<file path="src/rtl/interval_schedule_select_core_defines.svh">
// Assertion macros used by the core RTL.
`ifndef INTERVAL_SCHEDULE_SELECT_CORE_DEFINES_SVH
`define INTERVAL_SCHEDULE_SELECT_CORE_DEFINES_SVH

`ifndef NO_ASSERTIONS
// same-cycle check, sampled on the rising clock edge
`define ISS_ASSERT(lbl, prop, msg) \
   lbl: assert property (@(posedge clock) disable iff (reset) (prop)) else $error(msg);
// cause in this cycle, effect in the next
`define ISS_ASSERT_NEXT(lbl, cause, effect, msg) \
   lbl: assert property (@(posedge clock) disable iff (reset) (cause) |=> (effect)) \
      else $error(msg);
`else
`define ISS_ASSERT(lbl, prop, msg)
`define ISS_ASSERT_NEXT(lbl, cause, effect, msg)
`endif

`endif

</file>
<file path="src/rtl/iss_pkg.sv">
`timescale 1ns / 1ps

package iss_pkg;

   localparam int ISS_FIELD_W     = 16;
   localparam int ISS_POS_W       = 7;
   localparam int ISS_MAX_DEFAULT = 64;
   localparam int ISS_TIME_DEFAULT = 16;

   typedef struct packed {
      logic [ISS_FIELD_W-1:0] start_time;
      logic [ISS_FIELD_W-1:0] end_time;
      logic                   last_meeting;
   } req_type;

   typedef struct packed {
      logic [ISS_POS_W-1:0] meeting_number;
      logic                 last_of_run;
      logic                 overflowed;
   } rsp_type;

   // chain control, same for every cell
   typedef struct packed {
      logic insert;   // place the new interval, pushing later ends up
      logic shift;    // move every entry one cell toward the head
   } cell_ctl_type;

   // control from the sequencer to the selector
   typedef struct packed {
      logic step;      // judge the head cell this cycle
      logic flush;     // scan done, release the held pick as last
      logic overflow;  // set had dropped meetings
   } scan_ctl_type;

   typedef enum logic {
      ST_LOAD,
      ST_SCAN
   } state_type;

endpackage

</file>
<file path="src/rtl/iss_pick.sv">
`timescale 1ns / 1ps

module iss_pick import iss_pkg::*; #(
   parameter int TIME_BITS = ISS_TIME_DEFAULT
) (
   input  logic                 clock,
   input  logic                 reset,
   input  scan_ctl_type         ctl,
   input  logic [TIME_BITS-1:0] head_start,
   input  logic [TIME_BITS-1:0] head_finish,
   input  logic [ISS_POS_W-1:0] head_pos,
   output logic                 rsp_valid,
   output rsp_type              rsp
);

   logic [TIME_BITS-1:0] limit_ff, limit_in;
   logic [ISS_POS_W-1:0] pend_pos_ff, pend_pos_in;
   logic                 pend_valid_ff, pend_valid_in;
   logic                 rsp_valid_ff, rsp_valid_in;
   rsp_type              rsp_ff, rsp_in;
   logic                 take;

   // no pick held yet means this is the first interval of the scan
   assign take = ctl.step && (!pend_valid_ff || (head_start > limit_ff));

   always_comb begin
      limit_in      = limit_ff;
      pend_pos_in   = pend_pos_ff;
      pend_valid_in = pend_valid_ff;
      rsp_valid_in  = 1'b0;
      rsp_in        = rsp_ff;
      if (take) begin
         limit_in      = head_finish;
         pend_pos_in   = head_pos;
         pend_valid_in = 1'b1;
         if (pend_valid_ff) begin
            rsp_valid_in = 1'b1;
            rsp_in       = '{pend_pos_ff, 1'b0, ctl.overflow};
         end
      end
      if (ctl.flush) begin
         pend_valid_in = 1'b0;
         if (pend_valid_ff) begin
            rsp_valid_in = 1'b1;
            rsp_in       = '{pend_pos_ff, 1'b1, ctl.overflow};
         end
      end
   end

   always_ff @(posedge clock) begin
      if (reset) begin
         pend_valid_ff <= 1'b0;
         rsp_valid_ff  <= 1'b0;
      end else begin
         pend_valid_ff <= pend_valid_in;
         rsp_valid_ff  <= rsp_valid_in;
      end
   end

   always_ff @(posedge clock) begin
      limit_ff    <= limit_in;
      pend_pos_ff <= pend_pos_in;
      rsp_ff      <= rsp_in;
   end

   assign rsp_valid = rsp_valid_ff;
   assign rsp       = rsp_ff;

endmodule

</file>
<file path="config.mk">
export PLATFORM = sky130hd
export DESIGN_NAME = iss_pick
export DESIGN_NICKNAME = d
export VERILOG_FILES = /design/src/rtl/interval_schedule_select_core_defines.svh /design/src/rtl/iss_pkg.sv /design/src/rtl/iss_pick.sv
export SDC_FILE = /design/constraint.sdc
export NUM_CORES = 1
export LEC_CHECK = 0
export BUFFER_PORTS_ARGS = -buffer_cell sky130_fd_sc_hd__buf_4
export CAP_MARGIN = 20
export CORE_MARGIN = 2
export CORE_UTILIZATION = 49
export CTS_BUF_LIST = sky130_fd_sc_hd__clkbuf_8 sky130_fd_sc_hd__clkbuf_16
export DETAILED_ROUTE_END_ITERATION = 16
export HOLD_SLACK_MARGIN = 0.1
export MAX_ROUTING_LAYER = met4
export PLACE_DENSITY = 0.82
export SLEW_MARGIN = 20
export SYNTH_ARGS = -nofsm -noshare
export SYNTH_HDL_FRONTEND = slang
export SYNTH_SLANG_ARGS = --single-unit
</file>
<file path="constraint.sdc">
create_clock -name clock -period 3.3 [get_ports clock]
set_input_delay 0.495 -clock clock [delete_from_list [all_inputs] [get_ports clock]]
set_output_delay 0.495 -clock clock [all_outputs]
set_load 0.02 [all_outputs]
</file>
Word level (Yosys, flattened, before mapping)
Cells that the tools add are included.

operators by class
  order comparisons = 1
  multiplexer cells = 8
  reductions and logical operators = 4

operator list
  cell                            number
  9-bit two-way mux               4
  16-bit greater-than comparator  1
  1-bit two-way mux               4
  2-bit OR reduction              1
  1-bit logical AND               1
  1-bit logical NOT               1
  1-bit logical OR                1

storage, ports and cells
  bits in registers = 34
  input port bits = 44

Depth between registers and ports, before layout
  word-level depth = 6
  gate-level depth with buffers = 7
  depth with buffers taken out = 7

Least setup slack after synthesis
OpenSTA, ideal clock, no wires.

  path type = input -> register
  start = input port head_start[1]
  end = register limit_ff[0], enable pin
  arrival time = 2.675 ns
  required time = 2.889 ns
  path slack = 0.215 ns
  cell stages on the path = 6
  path through = ha_1 > nor2b_1 > o211ai_1 > a2111oi_4 > nor4b_1 > a21oi_1

between the ends
  cells in the longest elaborated chain, start to end = 3

RTL lines
  item                            RTL line        text
  start, declared                 iss_pick.sv:9   input logic [TIME_BITS-1:0] head_start,
  16-bit greater-than comparator  iss_pick.sv:24  assign take = ctl.step && (!pend_valid_ff || (head_start > limit_ff));
  1-bit logical OR                iss_pick.sv:24
  1-bit logical AND               iss_pick.sv:24
  end signal, assigned            iss_pick.sv:61  limit_ff <= limit_in;
  end, declared                   iss_pick.sv:16  logic [TIME_BITS-1:0] limit_ff, limit_in;

Every way passes these cells.
A chain may end at the register's enable or synchronous reset.

Worst setup path in the final report
  start = register limit_ff[15]
  end = register pend_pos_ff[1], enable pin

between the ends
  cells in the longest elaborated chain, start to end = 3

RTL lines
  item                            RTL line        text
  16-bit greater-than comparator  iss_pick.sv:24
  1-bit logical OR                iss_pick.sv:24
  1-bit logical AND               iss_pick.sv:24
  end signal, assigned            iss_pick.sv:62  pend_pos_ff <= pend_pos_in;
  end, declared                   iss_pick.sv:17  logic [ISS_POS_W-1:0] pend_pos_ff, pend_pos_in;

Every way passes these cells.

==> metrics.cfg <==
[die]
die_area_um2 = 3919
rows = 21
die_x_um = 62.61
initial_core_util_pct = 50.83
io_pins = 54
die_h_um = 62.61
coreArea_um2 = 3311

[pwr]
p_int_uw = 802.9
power_leakage_uw = 0.0009605
comb_power_share_pct = 20.8
power_frac_seq_pct = 50.3
p_clk_share_pct = 28.9
switching_share_pct = 26.32
p_switching_uw = 286.8
ir_drop_mv = 0.3334
p_per_area_nw_per_um2 = 482.2
finalPower_uw = 1090

[sta]
fin_worst_skew_ns = 0.006282
timing.final.crit_share_pct = 80.49
setup-violations-final = 0
period_needed_ns = 2.656
worst_slew_pin_slew_ns = 0.7038
clock.fmax_ghz = 0.3765
drv_slew = 0
finalHoldViolCount = 0
setup_tns_ns = 0
relSlewSlack_pct = 53.08
rsz0062_at_grt = false

[yosys]
synth_edf_count = 32
synth_nets = 183
ys_seq_area_share_pct = 59.48
synth-seq-cells = 34
synthesis.area_um2 = 1683
ys_async_sr_fraction_pct = 0
yosys_warnings = 0
syn_area_per_cell_um2 = 13.68
netlist_instances = 123
ys.flop_type = edfxtp_1
synth.distinct_cells = 25

[setup_path]
endpoint_kind = flip-flop
setup.worst_path.start = limit_ff[15]
r2r-end = pend_pos_ff[1]
critPathSlowestCell = a21oi_2
startpoint_type = flip-flop
critical_path.top_delay_family = compound AO/OA/AOI/OAI gates
cp_max_fo = 13
crit_type = reg2reg
r2r_setup_slack_ns = 0.64
reg2reg_depth = 7
r2r_start = limit_ff[15]
slowest_delay_ns = 0.57
critical_path_buf_inv_count = 2
cp-endpoint = pend_pos_ff[1]
crit_chain = inv_1 -> ha_1 -> nand4_4 -> a2111oi_4 -> nor4b_1 -> a21oi_2 -> buf_4
cp_num_cells = 7
worstPathArrival_ns = 2.64
cp.required_ns = 3.28

[global_routing]
grt_max_degree = 14
grt_pass1_wl_um = 5699
grt-ovfl-total = 0
antenna_found_initial = 0
first_global_vias = 1264
track_usage_pct = 19.61

[placement]
io_buffers = 53
dp_hpwl_um = 2707
gp_congestion = 0.7490

[clock_network]
clk_latency_ns = 0.28
cts_tree = done
post_cts_resized = 0
clockBufferDepth = 2
numCtsBuffers = 5
htreeDepth = 2
cts.sinks = 34
path_clk_slew_ns = 0.07
cts_setup_buffers = 0
ctsHoldBuffers = 0
cts_root_buf = clkbuf_8

[routing]
ant_nets = 0
routedWlPerCell_um = 14.81
drt_first_pass_iters = 4
num_vias = 1192
drt_iter0_drc = 44
viasPerCell = 5.138
drc = 0
routed_wl_um = 3436

[final_layout]
drive_above_1_share_pct = 38.17
multi_input_area_um2 = 614.3
seq_area_um2 = 1001
final_cell_mix = buf_4 (57), edfxtp_1 (32), inv_1 (17)
nFillCells = 261
area_growth_pct = 34.28
num_antenna_cells = 0
mostFrequentLayoutCell = buf_4
final_nets = 245

[status]
status = finished, final reports clean

[flow_run]
cap_violations = 0

[hold_path]
min_path_type = in2reg

## cell usage after synthesis, types with 2 or more instances
master | count | share of area, %
a2111oi_4 | 2 | 3.3
a211oi_1 | 8 | 3.6
a21oi_1 | 9 | 2.7
dfxtp_1 | 2 | 2.4
edfxtp_1 | 32 | 57
ha_1 | 16 | 12
inv_1 | 17 | 3.8
mux2i_1 | 8 | 4.8
nand2_1 | 4 | 0.89
nand4_1 | 3 | 1.1
nor2_1 | 7 | 1.6
nor2b_1 | 2 | 0.74
## worst min path at each step
stage                               start             end  slack, ns  cells after the start
after floorplan             pend_valid_ff       rsp_valid       0.44                      2
after global placement          flip-flop       flip-flop       0.56                      2
after detailed placement        flip-flop       flip-flop       0.57                      2
after CTS                     head_pos[2]  pend_pos_ff[2]       0.37                      1
after global routing          head_pos[2]  pend_pos_ff[2]       0.37                      1
final                     head_finish[10]    limit_ff[10]       0.38                      1
## power groups by stage
stage          clock [µW]  sequential, µW  combinational, µW
6_report              315             548                227
3_3_place_gp            0             557                217
4_1_cts               325             549                228
3_5_place_dp            0             559                227
2_1_floorplan           0             582               93.9
5_1_grt               341             553                247
## layout make-up
cell class / instances / area share [%]
clock buffers: 6 / 3.654
flip-flops and latches: 34 / 44.30
well taps: 46 / 2.547
multi-input cells: 70 / 27.19
clock inverters: 2 / 0.5537
inverters: 17 / 2.824
repair buffers: 57 / 18.94
## metal layers
metal / share of wire, % / global-route usage, % / vias up
met5: 0 / - / -
met4: 2.2 / 8.056 / 0
met3: 5.0 / 5.766 / 8
met2: 53 / 33.87 / 32
met1: 39 / 21.08 / 566
li1: - / - / 586
## metrics by stage
stage	hold WS (ns)	util, %	cells	instance area [µm²]	setup WS, ns
after CTS	0.3721	68.25	232	2260	0.6151
final	0.3837	68.25	232	2260	0.6438
after global placement	0.5569	65.38	224	2165	0.5011
after detailed placement	0.5678	65.38	224	2165	0.3901
after global routing	0.3668	68.25	232	2260	0.4583
after floorplan	0.4433	-	123	1683	0.2147
## logic make-up (layout without fill, tap and decap cells)
kind of cell             Yosys count  in the layout  synth area share (%)
AO/OA/AOI/OAI                     24             24                 11.97
adder cells (fa/ha/maj)           16             16                 11.90
buffers and inverters             19             82                 4.237
flip-flops                        34             34                 59.48
multiplexers                       8              8                 4.759
AND/OR/NAND/NOR                   22             22                 7.658
Note: power is estimated with default switching activity, not from simulation.
