**config.mk**
```make
export PLATFORM = sky130hd
export DESIGN_NAME = iss_cell
export DESIGN_NICKNAME = d
export VERILOG_FILES = /design/src/rtl/interval_schedule_select_core_defines.svh /design/src/rtl/iss_pkg.sv /design/src/rtl/iss_cell.sv
export SDC_FILE = /design/constraint.sdc
export NUM_CORES = 1
export LEC_CHECK = 0
export ABC_CLOCK_PERIOD_IN_PS = 7100
export BUFFER_PORTS_ARGS = -buffer_cell sky130_fd_sc_hd__buf_4
export CORE_MARGIN = 2
export CORE_UTILIZATION = 47
export DETAILED_ROUTE_END_ITERATION = 12
export GPL_ROUTABILITY_DRIVEN = 0
export PLACE_DENSITY = 0.87
export SYNTH_ARGS = -nofsm -noshare
export SYNTH_HDL_FRONTEND = slang
export SYNTH_SLANG_ARGS = --single-unit
```
**constraint.sdc**
```tcl
create_clock -name clock -period 7.1 [get_ports clock]
set_input_delay 1.065 -clock clock [delete_from_list [all_inputs] [get_ports clock]]
set_output_delay 1.065 -clock clock [all_outputs]
set_load 0.005 [all_outputs]
```
**src/rtl/interval_schedule_select_core_defines.svh**
```systemverilog
// Assertion macros used by the core RTL.
`ifndef INTERVAL_SCHEDULE_SELECT_CORE_DEFINES_SVH
`define INTERVAL_SCHEDULE_SELECT_CORE_DEFINES_SVH

`ifndef NO_ASSERTIONS
// same-cycle check, sampled on the rising clock edge
`define ISS_ASSERT(lbl, prop, msg) \
   lbl: assert property (@(posedge clock) disable iff (reset) (prop)) else $error(msg);
// cause in this cycle, effect in the next
`define ISS_ASSERT_NEXT(lbl, cause, effect, msg) \
   lbl: assert property (@(posedge clock) disable iff (reset) (cause) |=> (effect)) \
      else $error(msg);
`else
`define ISS_ASSERT(lbl, prop, msg)
`define ISS_ASSERT_NEXT(lbl, cause, effect, msg)
`endif

`endif

```
**src/rtl/iss_pkg.sv**
```systemverilog
`timescale 1ns / 1ps

package iss_pkg;

   localparam int ISS_FIELD_W     = 16;
   localparam int ISS_POS_W       = 7;
   localparam int ISS_MAX_DEFAULT = 64;
   localparam int ISS_TIME_DEFAULT = 16;

   typedef struct packed {
      logic [ISS_FIELD_W-1:0] start_time;
      logic [ISS_FIELD_W-1:0] end_time;
      logic                   last_meeting;
   } req_type;

   typedef struct packed {
      logic [ISS_POS_W-1:0] meeting_number;
      logic                 last_of_run;
      logic                 overflowed;
   } rsp_type;

   // chain control, same for every cell
   typedef struct packed {
      logic insert;   // place the new interval, pushing later ends up
      logic shift;    // move every entry one cell toward the head
   } cell_ctl_type;

   // control from the sequencer to the selector
   typedef struct packed {
      logic step;      // judge the head cell this cycle
      logic flush;     // scan done, release the held pick as last
      logic overflow;  // set had dropped meetings
   } scan_ctl_type;

   typedef enum logic {
      ST_LOAD,
      ST_SCAN
   } state_type;

endpackage

```
**src/rtl/iss_cell.sv**
```systemverilog
`timescale 1ns / 1ps

module iss_cell import iss_pkg::*; #(
   parameter int TIME_BITS = ISS_TIME_DEFAULT
) (
   input  logic                 clock,
   input  cell_ctl_type         ctl,
   input  logic                 occupied,
   input  logic                 prev_gt,
   input  logic [TIME_BITS-1:0] new_start,
   input  logic [TIME_BITS-1:0] new_finish,
   input  logic [ISS_POS_W-1:0] new_pos,
   input  logic [TIME_BITS-1:0] lower_start,
   input  logic [TIME_BITS-1:0] lower_finish,
   input  logic [ISS_POS_W-1:0] lower_pos,
   input  logic [TIME_BITS-1:0] upper_start,
   input  logic [TIME_BITS-1:0] upper_finish,
   input  logic [ISS_POS_W-1:0] upper_pos,
   output logic [TIME_BITS-1:0] cell_start,
   output logic [TIME_BITS-1:0] cell_finish,
   output logic [ISS_POS_W-1:0] cell_pos,
   output logic                 cell_gt
);

   logic [TIME_BITS-1:0] st_ff, st_in;
   logic [TIME_BITS-1:0] fin_ff, fin_in;
   logic [ISS_POS_W-1:0] pos_ff, pos_in;

   // empty cells count as later-ending; equal ends stay ahead
   assign cell_gt = !occupied || (fin_ff > new_finish);

   always_comb begin
      st_in  = st_ff;
      fin_in = fin_ff;
      pos_in = pos_ff;
      if (ctl.insert && cell_gt) begin
         if (prev_gt) begin
            st_in  = lower_start;
            fin_in = lower_finish;
            pos_in = lower_pos;
         end else begin
            st_in  = new_start;
            fin_in = new_finish;
            pos_in = new_pos;
         end
      end else if (ctl.shift) begin
         st_in  = upper_start;
         fin_in = upper_finish;
         pos_in = upper_pos;
      end
   end

   always_ff @(posedge clock) begin
      st_ff  <= st_in;
      fin_ff <= fin_in;
      pos_ff <= pos_in;
   end

   assign cell_start  = st_ff;
   assign cell_finish = fin_ff;
   assign cell_pos    = pos_ff;

endmodule

```
======== Word-level counts from Yosys, hierarchy flattened ========
Cells that the tools add are included.
storage, ports and cells
  register bits ........................... 39
  bits in latches ......................... 0
  memory bits (writable) .................. 0
  bits in read-only memories .............. 0
  bits of input ports ..................... 122
  output and inout port bits .............. 40
  logic and storage cells ................. 17
  memories ................................ 0
cells by class
  add/subtract/negate cells ............... 0
  multipliers ............................. 0
  divide/modulo/power cells ............... 0
  magnitude comparators ................... 1
  equality and inequality tests ........... 0
  shift operators ......................... 0
  multiplexer cells ....................... 9
  bitwise logic cells ..................... 0
  reduce and logical (&&, ||, !) cells .... 4
operators by type and width
  kind               count
  $mux 16            6
  $mux 7             3
  $gt 16x16->1       1
  $reduce_bool 2->1  1
  $logic_and 1x1->1  1
  $logic_not 1->1    1
  $logic_or 1x1->1   1

======== Logic depth before layout (Yosys ltp) ========
  depth in word-level cells ............... 4
  gate-level depth with buffers ........... 8
  mapped depth without buffers ............ 7

======== Worst setup path before layout ========
OpenSTA, ideal clock, no wires.
  path type ............................... input-to-reg
  start ................................... in new_finish[15]
  end ..................................... reg fin_ff[0], in the netlist cell_finish[0] (enable)
  setup time .............................. 379 ps
  arrival ................................. 3152 ps
  data required time ...................... 6721 ps
  path slack .............................. 3569 ps
  stages on the path ...................... 8
  buffers on the path ..................... 1
  cells stage by stage .................... inv_1 -> ha_1 -> nand4_2 -> nor4_1 -> a21boi_1 -> o311a_4 -> buf_8 -> or2_2
on the way
  cells in the longest elaborated chain, start to end .. 4
RTL lines
  element                      RTL line        text
  from (decl)                  iss_cell.sv:11  input logic [TIME_BITS-1:0] new_finish,
  $gt 16x16->1                 iss_cell.sv:30  assign cell_gt = !occupied || (fin_ff > new_finish);
  $logic_or 1x1->1             iss_cell.sv:30
  $logic_and 1x1->1            iss_cell.sv:36  if (ctl.insert && cell_gt) begin
  $reduce_bool 2->1 (no line)  -
  to (signal assigned)         iss_cell.sv:55  fin_ff <= fin_in;
  to (decl)                    iss_cell.sv:26  logic [TIME_BITS-1:0] fin_ff, fin_in;
Every way passes these cells.
A chain may end at the register's enable or synchronous reset.

======== Final worst setup path ========
  start ................................... in new_finish[15]
  end ..................................... reg st_ff[3], in the netlist cell_start[3] (enable)
on the way
  cells in the longest elaborated chain, start to end .. 4
RTL lines
  element                      RTL line        text
  $gt 16x16->1                 iss_cell.sv:30
  $logic_or 1x1->1             iss_cell.sv:30
  $logic_and 1x1->1            iss_cell.sv:36
  $reduce_bool 2->1 (no line)  -
  to (signal assigned)         iss_cell.sv:54  st_ff <= st_in;
  to (decl)                    iss_cell.sv:25  logic [TIME_BITS-1:0] st_ff, st_in;
Every way passes these cells.

==> results.txt <==
Maxcap violations: 0
Crit-path max cell delay: 860 ps
Relative slew slack: 0.379
Seq cells post-synth: 39
Core box area: 0.00554 mm^2
GRT Total Usage: 0.198
Initial antenna violation count: 0
Final Critical Period: 4120 ps
LEAKAGE: 1.94 nW
Final worst-path setup slack: 2980 ps
Vias: 2,178
Combinational share of power: 0.335
Post-route cell area: 0.00401 mm^2
CP Launch Type: primary input
Register share of total power: 0.451
Sequential cell area fraction in the yosys report: 0.432
Most common cell after layout, fill and taps aside: buf_4
Most frequent cells in the layout: buf_4, mux2_4, edfxtp_1
Root Driver: clkbuf_8
Fin nets: 502
IR drop worst, VDD: 104 uV
Distinct cells, synth: 28
Dpl hpwl: 5050 um
Avg Vias per Cell: 4.98
Vias in the first global route: 2,130
TritonCTS clock tree: done
CTS Hold Bufs: 0
Die width: 79.9 um
FP Rows: 27
R2r setup slk: 3460 ps
PortBufs: 161
Warnings from Yosys: 0
Register clock-pin slew on the reported worst setup and hold paths: 80 ps
CTS Buf Count: 5
DR DRC count: 0
Net Switching: 0.000169 W
Initial DRT Pass Iterations: 5
Gr ovfl total: 0
Pre-CTS WS: 2670 ps
Crit path required time: 7010 ps
Tcrit/Tclk final: 0.581
Post-DP Area: 0.00393 mm^2
Reg-to-reg critical path startpoint: cell_finish[15]$_DFFE_PP_
Share of layout cells above drive strength 1: 0.641
Biggest fanout along the worst timing path: 40
Antenna Cells: 0
Largest net degree at the start of global routing: 55
Post-CTS Resized: 0
Syn-to-layout area delta: 48.0%
Fin. max-slew vios: 0
H-tree depth: 2
P per Cell Area: 167 mW/mm^2
CP Cell Sequence: buf_4 -> inv_1 -> ha_1 -> nand4_2 -> nor4_1 -> a21boi_1 -> o311a_4 -> or2_2
Switching power share of the total: 0.252
RSZ-0062 raised after global routing: false
Clk_lat worst skew: 290 ps
Slowest-stage cell, CP: or2_2
Slew at the pin with the worst max-slew slack: 932 ps
Initial core utilization: 0.489
Clock Power Share: 0.214
Outcome: complete, no violations
Die ar.: 0.00639 mm^2
WHS Path Cells: 2
# IOs: 162
Crit end category: flip-flop
Hold Violations, Final: 0
WL final: 6490 um
FILL cells: 399
Setup Buffers After CTS: 0
Reg2reg end: cell_start[3]$_DFFE_PP_
# setup viols final: 0
Initial DRC Count: 92
R2R depth: 6
Mapped Cells: 206
Pint: 0.000500 W
WP data arrival: 4030 ps
Total clock sinks: 39
Hold Startpoint: upper_start[15]
Wire length per cell: 14.9 um
Clk_skew: 7.60 ps
Worst Hold Class: in2reg
TNS Setup: 0 ps
Post-synthesis instance area: 0.00271 mm^2
Max clock buf depth: 2
Post-route ant nets: 0
First-pass GRT wire length: 9800 um
CP Class: in2reg
Die Y: 79.9 um
Max Clk Rate: 243 MHz
Post-Synthesis Net Count: 344
Hold endpoint: cell_start[15]$_DFFE_PP_
Synth Area per Inst: 13.1 um^2
-- final cells by class --
type                            instances  area, um^2  share of cell area
Sequential cell                        39        1170               0.292
Tap cell                               72        90.1              0.0225
Multi-Input combinational cell        141        1400               0.348
Clock inverter                          3        15.0             0.00375
Inverter                               16        60.1              0.0150
Timing Repair Buffer                  161        1210               0.301
Clock buffer                            5        68.8              0.0172
-- per-layer routing --
layer / GRT usage / share of wire
met1: 0.221 / 0.37
met2: 0.364 / 0.54
met3: 0.0543 / 0.080
met4: 0.0559 / 0.011
met5: 0 / 0
-- cells by family (layout without fill, tap and decap cells) --
kind of cell / Yosys count / count (layout) / synth area share
muxes: 63 / 63 / 0.316
DFF: 39 / 39 / 0.432
and+or+nand+nor: 34 / 34 / 0.0633
AOI/OAI and AO/OA: 28 / 28 / 0.0619
buffers and inverters: 26 / 185 / 0.0527
adders and majority gates: 16 / 16 / 0.0739
-- cell usage after synthesis (all sizes together) --
master | count | area share
nor3 | 1 | 0.0018
a21boi | 1 | 0.0028
ha | 16 | 0.074
a2111oi | 1 | 0.0032
mux2 | 63 | 0.32
or4 | 1 | 0.0042
nor2b | 1 | 0.0023
edfxtp | 39 | 0.43
o211ai | 1 | 0.0028
o311a | 1 | 0.0079
nor4 | 2 | 0.0046
inv | 16 | 0.022
nand2 | 19 | 0.026
nor2 | 1 | 0.0014
nand3 | 1 | 0.0018
or3 | 1 | 0.0023
and2 | 2 | 0.0046
a21o | 1 | 0.0028
or2 | 1 | 0.0023
clkbuf | 5 | 0.0069
nand4 | 3 | 0.0092
o21ai | 18 | 0.033
a21oi | 5 | 0.0092
and3 | 1 | 0.0023
buf | 5 | 0.024
-- metrics by stage --
step | total power (W) | hold WS, ps | cells | util
floorplan | 0.000424 | 1230 | 206 | -
global placement | 0.000525 | 1370 | 429 | 0.708
detailed placement | 0.000532 | 1370 | 429 | 0.708
CTS | 0.000675 | 1060 | 437 | 0.724
global route | 0.000703 | 1060 | 437 | 0.724
finish | 0.000668 | 1070 | 437 | 0.724
-- worst max path at each step --
stage,startpoint,end,slack (ps),depth (start not counted)
finish,new_finish[15],cell_start[3]$_DFFE_PP_,2980,8
global route,new_finish[15],cell_finish[5]$_DFFE_PP_,2700,8
CTS,new_finish[15],cell_finish[3]$_DFFE_PP_,2970,8
detailed placement,new_finish[15],cell_pos[6]$_DFFE_PP_,2670,8
global placement,new_finish[15],cell_pos[1]$_DFFE_PP_,2790,7
floorplan,new_finish[15],cell_finish[0]$_DFFE_PP_,3570,8
-- sequential cells by signal, summed over array words and instances, names as in the netlist --
signal       cells
cell_pos         7
cell_start      16
cell_finish     16
-- worst max-delay path: cells and delay by family --
family	cells	cell delay [ps]
AND/OR/NAND/NOR	3	1460
AO/OA/AOI/OAI	2	1020
adder cells (fa/ha/maj)	1	320
buffers and inverters	2	120
-- power groups by stage --
| stage | registers [W] | clock network [W] | logic (W) |
|---|---|---|---|
| 2_1_floorplan | 0.000308 | 0 | 0.000116 |
| 5_1_grt | 0.000304 | 0.000156 | 0.000243 |
| 3_5_place_dp | 0.000307 | 0 | 0.000225 |
| 4_1_cts | 0.000301 | 0.000147 | 0.000226 |
| 3_3_place_gp | 0.000305 | 0 | 0.000219 |
| 6_report | 0.000301 | 0.000143 | 0.000224 |
No activity file was read; power rests on OpenSTA's default activity.
